--- config.mk ---
export PLATFORM = sky130hd
export DESIGN_NAME = voice_reply_frame_checker_core
export DESIGN_NICKNAME = d
export VERILOG_FILES = /design/src/hdl/vrfc_pkg.sv /design/src/hdl/voice_reply_frame_checker_core.sv
export SDC_FILE = /design/constraint.sdc
export NUM_CORES = 1
export LEC_CHECK = 0
export ABC_AREA = 1
export BUFFER_PORTS_ARGS = -buffer_cell sky130_fd_sc_hd__buf_2
export CAP_MARGIN = 20
export CORE_ASPECT_RATIO = 1.25
export CORE_UTILIZATION = 27
export DETAILED_ROUTE_END_ITERATION = 10
export GPL_TIMING_DRIVEN = 1
export PLACE_DENSITY = 0.55
export SETUP_SLACK_MARGIN = 0.05
export SLEW_MARGIN = 20
export SYNTH_ARGS = -nofsm -noshare
export SYNTH_HDL_FRONTEND = slang
export SYNTH_SLANG_ARGS = --single-unit
--- constraint.sdc ---
create_clock -name aclk -period 2.9 [get_ports aclk]
set_input_delay 0.435 -clock aclk [delete_from_list [all_inputs] [get_ports aclk]]
set_output_delay 0.435 -clock aclk [all_outputs]
set_load 0.05 [all_outputs]
--- src/hdl/vrfc_pkg.sv ---
// Types and constants of the voice reply frame checker
`default_nettype none

package vrfc_pkg;

    // Verdict codes on the result channel
    typedef enum logic [1:0] {
        VERDICT_OK       = 2'd0,
        VERDICT_CS_BAD   = 2'd1,
        VERDICT_LEN_BAD  = 2'd2,
        VERDICT_NO_FRAME = 2'd3
    } verdict_t;

    // Parser phases, one-hot
    typedef enum logic [6:0] {
        PH_HUNT   = 7'b0000001,
        PH_ADDR   = 7'b0000010,
        PH_LEN_HI = 7'b0000100,
        PH_LEN_LO = 7'b0001000,
        PH_BODY   = 7'b0010000,
        PH_CHECK  = 7'b0100000,
        PH_DONE   = 7'b1000000
    } phase_t;

    // Configuration register indexes
    localparam logic [7:0] CFG_START_BYTE   = 8'd0;
    localparam logic [7:0] CFG_ADDRESS_BYTE = 8'd1;

    // Configuration reset values
    localparam logic [7:0] START_BYTE_RESET   = 8'hFE;
    localparam logic [7:0] ADDRESS_BYTE_RESET = 8'h99;

    // Smallest legal length field: length bytes, source, type, checksum
    localparam logic [15:0] MIN_FRAME_LENGTH = 16'd5;

endpackage

`default_nettype wire

--- src/hdl/voice_reply_frame_checker_core.sv ---
// Voice reply frame checker: parses a byte stream and reports one verdict per burst
// Verdicts are registered in the result register, or in the skid while it is held.
// Throughput: one byte per cycle while s_ready is high; state moves per accepted byte.
// A two-entry output buffer (result register plus skid) keeps s_ready high while one
// verdict waits on m_ready; s_ready drops only when both entries are full.
// Reset (aresetn low, synchronous) returns the parser to hunting, empties the output
// buffer and loads the start and address registers with 0xFE and 0x99.
`default_nettype none

module voice_reply_frame_checker_core #(
    parameter int MAX_FRAME_BYTES = 128
) (
    input  wire logic              aclk,
    input  wire logic              aresetn,
    // configuration write channel
    input  wire logic              cfg_valid,
    output logic                   cfg_ready,
    input  wire logic [7:0]        cfg_index,
    input  wire logic [7:0]        cfg_data,
    // byte input channel
    input  wire logic              s_valid,
    output logic                   s_ready,
    input  wire logic [7:0]        s_rx_byte,
    input  wire logic              s_burst_end,
    // verdict output channel
    output logic                   m_valid,
    input  wire logic              m_ready,
    output vrfc_pkg::verdict_t     m_verdict,
    output logic [15:0]            m_frame_length
);

    import vrfc_pkg::*;

    localparam int          LeftW    = $clog2(MAX_FRAME_BYTES);
    localparam logic [16:0] MaxFrame = 17'(MAX_FRAME_BYTES);

    // configuration registers
    logic [7:0] start_byte_reg;
    logic [7:0] address_byte_reg;

    // parser state
    phase_t           phase_reg,  phase_next;
    logic [7:0]       xor_reg,    xor_next;
    logic [15:0]      len_reg,    len_next;
    logic [LeftW-1:0] left_reg,   left_next;

    // output buffer
    logic             out_valid_reg;
    verdict_t         out_verdict_reg;
    logic [15:0]      out_len_reg;
    logic             skid_valid_reg;
    verdict_t         skid_verdict_reg;
    logic [15:0]      skid_len_reg;

    // per-byte result
    logic             res_valid;
    verdict_t         res_verdict;
    logic [15:0]      res_len;

    logic             in_fire;
    logic             out_fire;
    logic [15:0]      len_full;
    logic [15:0]      len_minus3;
    logic [16:0]      frame_bytes;
    logic             len_bad;
    logic [LeftW-1:0] left_dec;

    assign cfg_ready = 1'b1;
    assign s_ready   = !skid_valid_reg;
    assign in_fire   = s_valid && s_ready;
    assign out_fire  = out_valid_reg && m_ready;

    assign m_valid        = out_valid_reg;
    assign m_verdict      = out_verdict_reg;
    assign m_frame_length = out_len_reg;

    // Length checks on the completed length field
    assign len_full    = {len_reg[15:8], s_rx_byte};
    assign len_minus3  = len_full - 16'd3;
    assign frame_bytes = {1'b0, len_full} + 17'd2;
    assign len_bad     = (len_full < MIN_FRAME_LENGTH) || (frame_bytes > MaxFrame);
    assign left_dec    = left_reg - LeftW'(1);

    // Write configuration registers; ignore unused indexes
    always_ff @(posedge aclk) begin
        if (!aresetn) begin
            start_byte_reg   <= START_BYTE_RESET;
            address_byte_reg <= ADDRESS_BYTE_RESET;
        end else if (cfg_valid) begin
            if (cfg_index == CFG_START_BYTE) begin
                start_byte_reg <= cfg_data;
            end else if (cfg_index == CFG_ADDRESS_BYTE) begin
                address_byte_reg <= cfg_data;
            end
        end
    end

    // Advance the parser by one byte
    always_comb begin
        phase_next  = phase_reg;
        xor_next    = xor_reg;
        len_next    = len_reg;
        left_next   = left_reg;
        res_valid   = 1'b0;
        res_verdict = VERDICT_NO_FRAME;
        res_len     = '0;

        unique case (phase_reg)
            PH_HUNT: begin
                if (s_rx_byte == start_byte_reg) begin
                    phase_next = PH_ADDR;
                end
            end
            PH_ADDR: begin
                if (s_rx_byte == address_byte_reg) begin
                    xor_next   = s_rx_byte;
                    phase_next = PH_LEN_HI;
                end else if (s_rx_byte != start_byte_reg) begin
                    phase_next = PH_HUNT;
                end
            end
            PH_LEN_HI: begin
                xor_next   = xor_reg ^ s_rx_byte;
                len_next   = {s_rx_byte, 8'h00};
                phase_next = PH_LEN_LO;
            end
            PH_LEN_LO: begin
                xor_next = xor_reg ^ s_rx_byte;
                len_next = len_full;
                if (len_bad) begin
                    res_valid   = 1'b1;
                    res_verdict = VERDICT_LEN_BAD;
                    res_len     = len_full;
                    phase_next  = PH_DONE;
                end else begin
                    left_next  = len_minus3[LeftW-1:0];
                    phase_next = PH_BODY;
                end
            end
            PH_BODY: begin
                xor_next  = xor_reg ^ s_rx_byte;
                left_next = left_dec;
                if (left_dec == '0) begin
                    phase_next = PH_CHECK;
                end
            end
            PH_CHECK: begin
                res_valid   = 1'b1;
                res_verdict = (s_rx_byte == xor_reg) ? VERDICT_OK : VERDICT_CS_BAD;
                res_len     = len_reg;
                phase_next  = PH_DONE;
            end
            PH_DONE: begin
            end
            default: begin
                phase_next = PH_HUNT;
            end
        endcase

        // Close the burst: report a missing frame, then clear the parser
        if (s_burst_end) begin
            if (!res_valid && (phase_reg != PH_DONE)) begin
                res_valid   = 1'b1;
                res_verdict = VERDICT_NO_FRAME;
                res_len     = '0;
            end
            phase_next = PH_HUNT;
            xor_next   = '0;
            len_next   = '0;
            left_next  = '0;
        end
    end

    // Hold parser state; update on each input transaction
    always_ff @(posedge aclk) begin
        if (!aresetn) begin
            phase_reg <= PH_HUNT;
            xor_reg   <= '0;
            len_reg   <= '0;
            left_reg  <= '0;
        end else if (in_fire) begin
            phase_reg <= phase_next;
            xor_reg   <= xor_next;
            len_reg   <= len_next;
            left_reg  <= left_next;
        end
    end

    // Output buffer valid flags
    always_ff @(posedge aclk) begin
        if (!aresetn) begin
            out_valid_reg  <= 1'b0;
            skid_valid_reg <= 1'b0;
        end else begin
            if (out_fire) begin
                if (skid_valid_reg) begin
                    skid_valid_reg <= 1'b0;
                end else begin
                    out_valid_reg <= in_fire && res_valid;
                end
            end else if (in_fire && res_valid) begin
                if (out_valid_reg) begin
                    skid_valid_reg <= 1'b1;
                end else begin
                    out_valid_reg <= 1'b1;
                end
            end
        end
    end

    // Output buffer payload: refill from skid, else load the new verdict
    always_ff @(posedge aclk) begin
        if (out_fire && skid_valid_reg) begin
            out_verdict_reg <= skid_verdict_reg;
            out_len_reg     <= skid_len_reg;
        end else if (in_fire && res_valid && (out_fire || !out_valid_reg)) begin
            out_verdict_reg <= res_verdict;
            out_len_reg     <= res_len;
        end
        if (in_fire && res_valid && out_valid_reg && !out_fire) begin
            skid_verdict_reg <= res_verdict;
            skid_len_reg     <= res_len;
        end
    end

endmodule

`default_nettype wire

# Yosys cells after proc, flatten, opt, wreduce, memory -nomap -nowiden
# Cells that the tools add are included.
dict set report op_classes {
  reduce_logical 33
  eq_ne 21
  muxes 35
  n_addsub 3
  order_cmp 2
  bitwise_logic 3
}
# operator count
set op_table {}
lappend op_table {{$mux 16} 6}
lappend op_table {{$pmux 16 s2} 2}
lappend op_table {{$mux 7} 8}
lappend op_table {{$pmux 7 s7} 1}
lappend op_table {{$eq 8x8->1} 3}
lappend op_table {{$add 16x2->17 const B} 1}
lappend op_table {{$gt 17x8->1 const B} 1}
lappend op_table {{$lt 16x3->1 const B} 1}
lappend op_table {{$mux 8} 2}
lappend op_table {{$pmux 8 s2} 1}
lappend op_table {{$pmux 7 s2} 1}
lappend op_table {{$ne 3x3->1 const B} 4}
lappend op_table {{$reduce_and 3->1} 4}
lappend op_table {{$reduce_bool 3->1} 3}
lappend op_table {{$eq 8x1->1 const B} 1}
lappend op_table {{$logic_and 1x1->1} 8}
lappend op_table {{$logic_not 8->1} 1}
lappend op_table {{$mux 1} 8}
lappend op_table {{$mux 2} 4}
lappend op_table {{$ne 8x8->1} 1}
lappend op_table {{$reduce_and 2->1} 4}
lappend op_table {{$xor 8x8->8} 1}
lappend op_table {{$eq 7x1->1 const B} 1}
lappend op_table {{$eq 7x2->1 const B} 1}
lappend op_table {{other kinds (20)} 29}
dict set report word_totals {
  reg_bits 92
  wordCells 110
  in_bits 30
}

# Logic depth before layout (Yosys ltp)
# Gate-level depths: netlist of the first run.
dict set report logic_depth {
  word_depth 13
  mapped_depth 19
  mapped_depth_nobuf 17
}

# Worst setup path before layout of the first run
# No wires, ideal clock.
dict set report synth_timing {
  path_type {input port to flip-flop}
  startpoint {input port s_rx_byte[2]}
  endpoint {register skid_len_reg[0] (enable)}
  path_stages 16
  setup_slack_ns 0.041
  t_arrival_ns 2.466
  required_ns 2.508
  cell_sequence {buf_2 > inv_1 > ha_1 > nand2_1 > a21oi_1 > nand2_1 > nor2_1 > nand2_1 > nand2_1 > nand3_1 > nor2_2 > nand2_1 > nand2_2 > nand2_1 > nand2_1 > nor2_1}
}
dict set report synth_via {
  elab_chain_cells 12
}
# element line
set synth_lines {}
lappend synth_lines {{from (decl)} voice_reply_frame_checker_core.sv:23} ;# input wire logic [7:0] s_rx_byte,
lappend synth_lines {{$add 16x2->17} voice_reply_frame_checker_core.sv:80} ;# assign frame_bytes = {1'b0, len_full} + 17'd2;
lappend synth_lines {{$gt 17x8->1} voice_reply_frame_checker_core.sv:81} ;# assign len_bad = (len_full < MIN_FRAME_LENGTH) || (frame_bytes > MaxFrame);
lappend synth_lines {{$logic_or 1x1->1 *} voice_reply_frame_checker_core.sv:81}
lappend synth_lines {{$mux 1 *} voice_reply_frame_checker_core.sv:130} ;# if (len_bad) begin
lappend synth_lines {{$pmux 1 s2 *} voice_reply_frame_checker_core.sv:108} ;# unique case (phase_reg)
lappend synth_lines {{$logic_not 1->1} voice_reply_frame_checker_core.sv:162} ;# if (!res_valid && (phase_reg != PH_DONE)) begin
lappend synth_lines {{$logic_and 1x1->1} voice_reply_frame_checker_core.sv:162}
lappend synth_lines {{$mux 1} voice_reply_frame_checker_core.sv:162}
lappend synth_lines {{$mux 1 *} voice_reply_frame_checker_core.sv:161} ;# if (s_burst_end) begin
lappend synth_lines {{$logic_and 1x1->1 * (3 in series)} voice_reply_frame_checker_core.sv:220} ;# if (in_fire && res_valid && out_valid_reg && !out_fire) begin
lappend synth_lines {{to (signal assigned)} voice_reply_frame_checker_core.sv:222} ;# skid_len_reg <= res_len;
lappend synth_lines {{to (decl)} voice_reply_frame_checker_core.sv:53} ;# logic [15:0] skid_len_reg;
# Every way passes the cells marked *; elsewhere a longest branch is shown, timed or not.
# A chain may end at the register's enable or synchronous reset.

# Final worst setup path of the first run
dict set report layout_timing {
  startpoint {register phase_reg[6]}
  endpoint {register xor_reg[1]}
}
dict set report layout_via {
  elab_chain_cells 4
}
# element line
set layout_lines {}
lappend layout_lines {{from (decl)} voice_reply_frame_checker_core.sv:42} ;# phase_t phase_reg, phase_next;
lappend layout_lines {{from (signal assigned)} voice_reply_frame_checker_core.sv:182} ;# phase_reg <= phase_next;
lappend layout_lines {{$eq 7x5->1 (tied with other cells)} voice_reply_frame_checker_core.sv:108}
lappend layout_lines {{$reduce_or 3->1 (no line)} --}
lappend layout_lines {{$pmux 8 s2 / $reduce_bool 3->1 (equally long branches)} --}
lappend layout_lines {{$mux 8 / $reduce_and 3->1 (equally long branches)} --}
lappend layout_lines {{to (signal assigned)} voice_reply_frame_checker_core.sv:183} ;# xor_reg <= xor_next;
lappend layout_lines {{to (decl)} voice_reply_frame_checker_core.sv:43} ;# logic [7:0] xor_reg, xor_next;
# Several ways; a longest one is shown, not always the timed one.

==> results.cfg, run 1 <==
[clock_tree]
clk_pin_slew_worst_paths_ns = 0.07
cts_hold_buf = 0
root_buffer = clkbuf_16
cts_tree = built
htree_levels = 3
insertion_delay_ns = 0.35
cts_made_buffers = 9
cts_setup_buffers = 0
clockBufferDepth = 2
post_cts_resized = 0
cts_sinks = 92

[worst_setup_path]
end_kind = flip-flop
crit_buf_inv = 2
cp_cell_sequence = nor2_1 -> nand2_1 -> inv_2 -> nand4_1 -> inv_2 -> nor2_1 -> nand4_1 -> nand2_2 -> nor2_2 -> o211ai_1 -> a21oi_1
r2r_start = phase_reg[6]$_SDFFE_PN0P_
crit_type = flip-flop to flip-flop
required_ns = 3.19
crit_family = simple AND/OR/NAND/NOR gates
critPathSlowestCell = dfxtp_1
crit_fanout = 18
worstPathArrival_ns = 2.51
r2r_slack_ns = 0.67
critPathLaunch = phase_reg[6]$_SDFFE_PN0P_
start_kind = flip-flop
worst_path_largest_cell_delay_ns = 0.34

[yosys]
synth_flop_cell = dfxtp_1
synth_cell_type_count = 41
synth_seq_cells = 92
syn-num-nets = 708
synth-compound-area-share_pct = 11.78
avgSynthCellArea_um2 = 7.487
synth-xor-area-share_pct = 5.405
async_flop_share_pct = 0
synth_top_family_by_area = simple AND/OR/NAND/NOR gates
yosys_warnings = 0
synth_mux_area_share_pct = 0.2242
syn_area_um2 = 5024
yosys.area_share.simple_pct = 28.64
synth_edf_count = 36
synthAdderAreaFrac_pct = 1.743
netlist_instances = 671
ys_seq_area_share_pct = 43.84

[floorplan]
pin_count = 51
rows = 55
dieArea_um2 = 19160
initial_core_util_pct = 27.65
die_w_um = 124
die_y_um = 154.5
coreArea_um2 = 18170

[power]
cellLeakagePower_nw = 2.482
vdd_drop_max_v = 0.0003142
p_per_area_nw_per_um2 = 525.8

[sta]
final.setup.tns_ns = 0
rsz0062_at_grt = false
final_max_slew_viol_count = 0
timing.hold.ws_ns = 0.3046
clock_skew_ns = 0.007600
max_slew.worst_pin.slew_ns = 0.5454
finalCritPeriodShare_pct = 76.83
fmax_ghz = 0.4488
slew_headroom_pct = 63.60
post-route-min-period_ns = 2.228
setup_violations = 0
finalHoldViolCount = 0

[global_route]
grt_pass1_vias = 4128
grt_pass1_wl_um = 21110
grt_usage_pct = 14.17
grt_max_degree = 37
overflow = 0
antenna_found_initial = 1

[detailed_routing]
viasPerCell = 4.607
firstDrtPassIters = 4
drtIter0Drc = 293
num_vias = 4400
wl_per_cell_um = 13.11
ant_nets = 0
drc = 0
totalWireLength_um = 12520

[placed_design]
io_buffers = 49
dp_hpwl_um = 9145
place_congestion = 0.8663

[min_path]
min_path_type = input port to flip-flop
hp-start = cfg_data[1]

[layout]
antenna_cells = 0
regArea_um2 = 2202
final_net_count = 759
syn2layout_area_growth_pct = 17.66
multi_input_area_um2 = 2407
fill_cells = 2040
final_layout_size_suffix_gt1_share_pct = 14.44

[job]
drv_cap = 0

[outcome]
outcome = finished, final reports clean
[through the flow]
stage | std cells | area (µm²) | util, % | power [mW] | setup slack [ns]
after floorplan | 671 | 5026 | - | 1.725 | 0.3273
after global placement | 938 | 5558 | 30.59 | 1.841 | 0.3780
after detailed placement | 939 | 5585 | 30.74 | 1.844 | 0.3511
after CTS | 955 | 5911 | 32.53 | 3.143 | 0.6601
after global routing | 955 | 5911 | 32.53 | 3.254 | 0.3635
final | 955 | 5911 | 32.53 | 3.108 | 0.6720
[synth_stat cells, types with 5 or more instances]
master / n / area [µm²]
a22oi_1: 8 / 60.06
nand2_1: 162 / 608.1
a211oi_1: 9 / 67.56
nand4_1: 14 / 87.58
inv_1: 68 / 255.2
clkbuf_1: 11 / 41.29
xnor2_1: 18 / 157.7
nor2_1: 94 / 352.8
xor2_1: 13 / 113.9
nand3_1: 45 / 225.2
nor2_2: 5 / 31.28
inv_2: 6 / 22.52
ha_1: 7 / 87.58
a31oi_1: 9 / 56.30
a21oi_1: 28 / 140.1
edfxtp_1: 36 / 1081
dfxtp_1: 56 / 1121
o21ai_0: 33 / 165.2
o211ai_1: 8 / 60.06
buf_2: 9 / 45.04
[power breakdown]
part	switching [mW]	internal [mW]
logic	0.277	0.133
clock network	0.525	0.766
registers	0.0246	1.38
[kinds of logic after synthesis]
| kind of cell | after synthesis |
|---|---|
| DFF | 92 |
| adders and majority gates | 7 |
| buffers and inverters | 102 |
| and+or+nand+nor | 336 |
| other | 1 |
| xor gates and xnor gates | 31 |
| muxes | 1 |
| AOI/OAI and AO/OA | 101 |
[path summary, 6_finish.rpt]
path	endpoint	depth (start not counted)
worst max-delay path	xor_reg[1]$_SDFFE_PN0P_	11
worst min-delay path	start_byte_reg[1]$_SDFFE_PN1P_	3
worst max register to register	xor_reg[1]$_SDFFE_PN0P_	11
worst min register to register	len_reg[3]$_SDFFE_PN0P_	2
[per-layer routing]
metal | track usage [%] | up-vias | wire (µm)
met5 | 0 | - | 17
met4 | 6.009 | 2 | 229
met3 | 2.544 | 19 | 609
met2 | 20.93 | 112 | 5400
met1 | 20.03 | 1968 | 6266
li1 | - | 2299 | -
[layout make-up]
cell class	count	area share, %
multi-input combinational	477	40.73
sequential	92	37.26
timing repair buffer	66	6.859
inverter	76	4.826
tap	228	4.826
clock buffer	10	3.874
clock inverter	6	1.630
[placed cells by master, fill, tap and decap left out, drive strengths merged, types with 10 or more instances in the layout]
cell type    n
dfxtp       56
nand2      166
inv         76
o21ai       35
xor2        13
nand3       48
nor2       101
buf         66
clkbuf      10
a21oi       29
edfxtp      36
xnor2       18
nand4       14
[worst reg2reg max path: stages (launching register included)]
cell and delay [ns]:
dfxtp_1 0.34, nor2_1 0.13, nand2_1 0.08, inv_2 0.07, nand4_1 0.19, inv_2 0.32
nor2_1 0.18, nand4_1 0.12, nand2_2 0.15, nor2_2 0.31, o211ai_1 0.14, a21oi_1 0.14
Note: power is estimated with default switching activity, not from simulation.
==> inputs of run 2 (changes only) <==
- ABC_AREA: 1 -> 0
- PLACE_DENSITY: 0.55 -> 0.54
- clock period: 2.9 -> 2.29 ns (I/O delays scaled with it)
==> results.cfg, run 2 <==
[worst_setup_path]
worstPathArrival_ns = 2.39
crit_type = flip-flop to flip-flop
end_kind = flip-flop
required_ns = 2.41
start_kind = flip-flop
crit_fanout = 9

[floorplan]
die_y_um = 155.9
die_w_um = 125.2
initial_core_util_pct = 27.96
coreArea_um2 = 18310
pin_count = 51
rows = 55
dieArea_um2 = 19520

[clock_tree]
root_buffer = clkbuf_16
clockBufferDepth = 2
cts_made_buffers = 9
clk_pin_slew_worst_paths_ns = 0.07
htree_levels = 3
cts_tree = built
cts_sinks = 92
insertion_delay_ns = 0.35

[global_route]
grt_pass1_wl_um = 24140
grt_usage_pct = 16.05
grt_pass1_vias = 4564
grt_most_used_layer = met2
grt_use_met3_pct = 2.846
overflow = 0
antenna_found_initial = 0
grt_max_degree = 27
grt_util_met1_pct = 19.25
met2_usage_pct = 27.61

[placed_design]
dp_slack_ns = -0.2609
dp_hpwl_um = 11340
io_buffers = 49
dp.cells = 880
place_congestion = 0.8728

[sta]
rsz0062_at_grt = true
setup_violations = 0
final_max_slew_viol_count = 0
clock_skew_ns = 0.01087
max_slew.worst_pin.slew_ns = 0.6030
finalCritPeriodShare_pct = 99.05
setup_ws_ns = 0.02175
post-route-min-period_ns = 2.268
finalHoldViolCount = 0
final.setup.tns_ns = 0
fmax_ghz = 0.4409
slew_headroom_pct = 59.53

[yosys]
synth.top_cell.area_share_pct = 21.90
yosys_warnings = 0
synth_seq_cells = 92
yosys.area_share.simple_pct = 22.02
yosysTopAreaCell = dfxtp_1
synth_mux_area_share_pct = 4.498
avgSynthCellArea_um2 = 9.173
synth_area_leaders = dfxtp_1, edfxtp_1, nand2_1, mux2i_1, xnor2_1
synth_top_family_by_area = simple AND/OR/NAND/NOR gates
synth-compound-area-share_pct = 16.89
synth_common_cells = nand2_1, dfxtp_1, edfxtp_1, nor2_1, a21oi_1
synth_flop_cell = dfxtp_1
ys_seq_area_share_pct = 43.02
syn_area_um2 = 5119
async_flop_share_pct = 0
synth_edf_count = 36
synthAdderAreaFrac_pct = 1.711
syn-num-nets = 595
synth_cell_type_count = 59
netlist_instances = 558
synth-xor-area-share_pct = 7.700
synth.most_common_cell = nand2_1

[detailed_routing]
drtIter0Drc = 245
ant_nets = 0
totalWireLength_um = 15600
firstDrtPassIters = 7
wl_per_cell_um = 17.24
num_vias = 4720
drc = 0
viasPerCell = 5.215

[power]
vdd_drop_max_v = 0.0003117
power_mw = 3.791
p_per_area_nw_per_um2 = 563.6
cellLeakagePower_nw = 2.606

[layout]
final_cell_mix = buf_4, nand2_1, dfxtp_1, buf_2, edfxtp_1
syn2layout_area_growth_pct = 31.43
fill_cells = 1859
final_layout_size_suffix_gt1_share_pct = 27.47
multi_input_area_um2 = 2878
mostFrequentLayoutCell = buf_4
regArea_um2 = 2213
finish.utilization_pct = 36.75
final_net_count = 709
antenna_cells = 0
fin_cells = 905

[outcome]
outcome = finished, final reports clean

[min_path]
min_path_type = input port to flip-flop

[job]
drv_cap = 0
run 2: changes by cell type after synthesis, moves of 23 or more:
cell     delta
nand2_1    -94
nor2_1     -61
inv_1      -52
nand3_1    -27
and3_1     +24
mux2i_1    +23
run 2: what timing repair did:
item	4_1_cts	5_1_grt
pin swaps	1	7
gates cloned	0	2
hold buffers	0	0
gates resized for setup	7	25
setup buffers	1	6
setup endpoints to repair	18	76
run 2: layout make-up:
class,instances,share of cell area (%)
tap,228,4.240
clock buffer,9,3.348
timing repair buffer,135,14.80
inverter,17,0.9485
multi-input combinational,417,42.77
clock inverter,7,0.9857
sequential,92,32.90
run 2: cells by family (layout without fill, tap and decap cells):
logic type / after synthesis / after routing
AOI/OAI and AO/OA: 124 / 124
xor gates and xnor gates: 45 / 45
and+or+nand+nor: 217 / 217
buffers and inverters: 49 / 168
muxes: 23 / 23
DFF: 92 / 92
other: 1 / 1
adders and majority gates: 7 / 7
run 2: where the power goes:
| group | switching (mW) | leakage [nW] | total [mW] | internal (mW) |
|---|---|---|---|---|
| logic | 0.341 | 1.65 | 0.573 | 0.232 |
| clock network | 0.706 | 0.136 | 1.47 | 0.761 |
| registers | 0.0285 | 0.825 | 1.75 | 1.72 |
| total | 1.08 | 2.61 | 3.79 | 2.72 |
run 2: routing by layer:
metal | up-vias | wire, µm
met5 | - | 0
met2 | 173 | 7786
met4 | 0 | 420
met1 | 2272 | 6581
li1 | 2251 | -
met3 | 24 | 813
run 2: worst max-delay path: stages, from the launching register on:
cell and delay [ns]:
dfxtp_4 0.35, buf_4 0.15, xnor2_2 0.15, o41ai_4 0.42, nand4_4 0.15, o31ai_4 0.32, buf_6 0.15, a211oi_4 0.05
buf_6 0.14, clkbuf_16 0.16
run 2: path summary, 6_finish.rpt:
kind                                              start                          endpoint  slack, ns  cells after the start
worst max-delay path            len_reg[9]$_SDFFE_PN0P_        skid_len_reg[14]$_DFFE_PP_       0.02                      9
worst min-delay path                        cfg_data[4]  address_byte_reg[4]$_SDFFE_PN1P_       0.22                      3
worst max register to register  len_reg[9]$_SDFFE_PN0P_        skid_len_reg[14]$_DFFE_PP_       0.02                      9
worst min register to register  len_reg[2]$_SDFFE_PN0P_           len_reg[2]$_SDFFE_PN0P_       0.47                      2
run 2: through the flow:
stage / area [µm²] / hold WS (ns)
global route: 6728 / 0.2363
floorplan: 5213 / 0.4407
finish: 6728 / 0.2171
global placement: 6182 / 0.4562
detailed placement: 6182 / 0.4593
CTS: 6509 / 0.2034
==> inputs of run 3 (changes only) <==
- ABC_AREA: 0 -> 1
==> results.cfg, run 3 (synthesis results as in run 1) <==
[layout]
final_net_count = 795
finish.utilization_pct = 33.87
fin_cells = 991
syn2layout_area_growth_pct = 22.49
mostFrequentLayoutCell = nand2_1
antenna_cells = 0
regArea_um2 = 2206
final_cell_mix = nand2_1, nor2_1, inv_1, dfxtp_1, buf_4
fill_cells = 1955
final_layout_size_suffix_gt1_share_pct = 19.79
final_cell_area_um2 = 6153
multi_input_area_um2 = 2456

[worst_setup_path]
crit_type = input port to flip-flop
crit_fanout = 9
critPathSlowestCell = ha_2
start_kind = input port
r2r_slack_ns = 0.29
reg2reg_depth = 13
required_ns = 2.34
cp_cell_sequence = buf_2 -> ha_2 -> nand3_2 -> nor2_4 -> buf_4 -> xor2_1 -> nand2_1 -> nand3_1 -> nor2_2 -> nand2_2 -> nand2_4 -> nand2_1 -> nand3_2 -> nand2_4
r2r_start = len_reg[13]$_SDFFE_PN0P_
end_kind = flip-flop
worstPathArrival_ns = 2.11
worst_path_largest_cell_delay_ns = 0.21
regToRegEndpoint = m_frame_length[1]$_DFFE_PP_

[clock_tree]
cts_hold_buf = 0
clk_pin_slew_worst_paths_ns = 0.07
htree_levels = 3
clockBufferDepth = 2
cts_sinks = 92
cts_made_buffers = 9
insertion_delay_ns = 0.35
root_buffer = clkbuf_16
cts_tree = built

[global_route]
overflow = 0
grt_pass1_vias = 4157
grt_pass1_wl_um = 20040
antenna_found_initial = 0
grt_max_degree = 33
grt_usage_pct = 13.42

[sta]
setup_ws_ns = 0.2316
clock_skew_ns = 0.005983
setup_violations = 0
fmax_ghz = 0.4858
post-route-min-period_ns = 2.058
finalHoldViolCount = 0
final.setup.tns_ns = 0
timing.hold.ws_ns = 0.2024
rsz0062_at_grt = true
finalCritPeriodShare_pct = 89.88
final_max_slew_viol_count = 0

[floorplan]
initial_core_util_pct = 27.65
dieArea_um2 = 19160
rows = 55
coreArea_um2 = 18170
die_w_um = 124
pin_count = 51
die_y_um = 154.5

[placed_design]
post_dp_cell_area_um2 = 5813
dp_hpwl_um = 9063
io_buffers = 49
dp_slack_ns = -0.2457
place_congestion = 0.8160
dp.cells = 971

[job]
drv_cap = 0

[detailed_routing]
firstDrtPassIters = 5
ant_nets = 0
drc = 0
wl_per_cell_um = 12.14
viasPerCell = 4.483
drtIter0Drc = 192
totalWireLength_um = 12030
num_vias = 4443

[min_path]
hold_end = address_byte_reg[3]$_SDFFE_PN1P_
hp-start = cfg_data[3]
min_path_type = input port to flip-flop
whs_path_depth = 3

[power]
clkPwrFrac_pct = 37.3
switching_share_pct = 27.86
pwr-share-comb_pct = 15.0
seqPwrFrac_pct = 47.7
power.internal_mw = 2.693
cellLeakagePower_nw = 2.624
switchingPower_mw = 1.040
power_mw = 3.733
p_per_area_nw_per_um2 = 606.7
vdd_drop_max_v = 0.0002803

[outcome]
outcome = finished, final reports clean
## run 3: cell count changes in the layout (fill, tap and decap cells not counted), moves of 23 or more
cell | before | now
inv_1 | 14 | 68
and3_1 | 24 | 1
nand3_1 | 18 | 44
nor2_1 | 33 | 92
buf_4 | 77 | 51
nand2_1 | 67 | 157
mux2i_1 | 23 | 0
## run 3: layer usage
metal  global-route usage [%]  part of all wire [%]
met1                    16.77                    46
met2                    22.22                    47
met3                    2.765                   4.2
met4                    5.442                   2.1
met5                        0                     0
## run 3: power by group through the flow
stage / clock network (mW) / registers (mW) / logic, mW
2_1_floorplan: 0 / 1.86 / 0.330
3_3_place_gp: 0 / 1.82 / 0.556
3_5_place_dp: 0 / 1.82 / 0.556
4_1_cts: 1.43 / 1.78 / 0.560
5_1_grt: 1.48 / 1.79 / 0.629
6_report: 1.39 / 1.78 / 0.561
## run 3: repair_timing
action,4_1_cts,5_1_grt
buffers inserted,1,2
pin swaps,1,2
resized for setup,0,10
cloned,0,1
endpoints found under the setup margin,18,62
## run 3: worst max path at each step
stage | from | to | slack (ns)
global placement | s_rx_byte[1] | skid_len_reg[13]$_DFFE_PP_ | -0.23
floorplan | s_rx_byte[2] | skid_len_reg[0]$_DFFE_PP_ | 0.07
detailed placement | s_rx_byte[1] | skid_len_reg[13]$_DFFE_PP_ | -0.25
finish | s_rx_byte[1] | m_frame_length[13]$_DFFE_PP_ | 0.23
CTS | len_reg[8]$_SDFFE_PN0P_ | m_frame_length[4]$_DFFE_PP_ | 0.17
global route | s_rx_byte[1] | m_frame_length[10]$_DFFE_PP_ | 0.02
## run 3: worst max-delay path, delay by kind of cell
kind          cells  cell delay [ns]
fa+ha+maj         1             0.21
buf+inv           2             0.28
xor+xnor          1             0.13
simple gates     10             1.14
## run 3: final cells by class
| type | count | share of cell area [%] |
|---|---|---|
| flip-flops and latches | 92 | 35.85 |
| repair buffers | 101 | 10.53 |
| inverters | 76 | 4.636 |
| multi-input cells | 478 | 39.91 |
| clock inverters | 5 | 0.6507 |
| well taps | 228 | 4.636 |
| clock buffers | 11 | 3.782 |
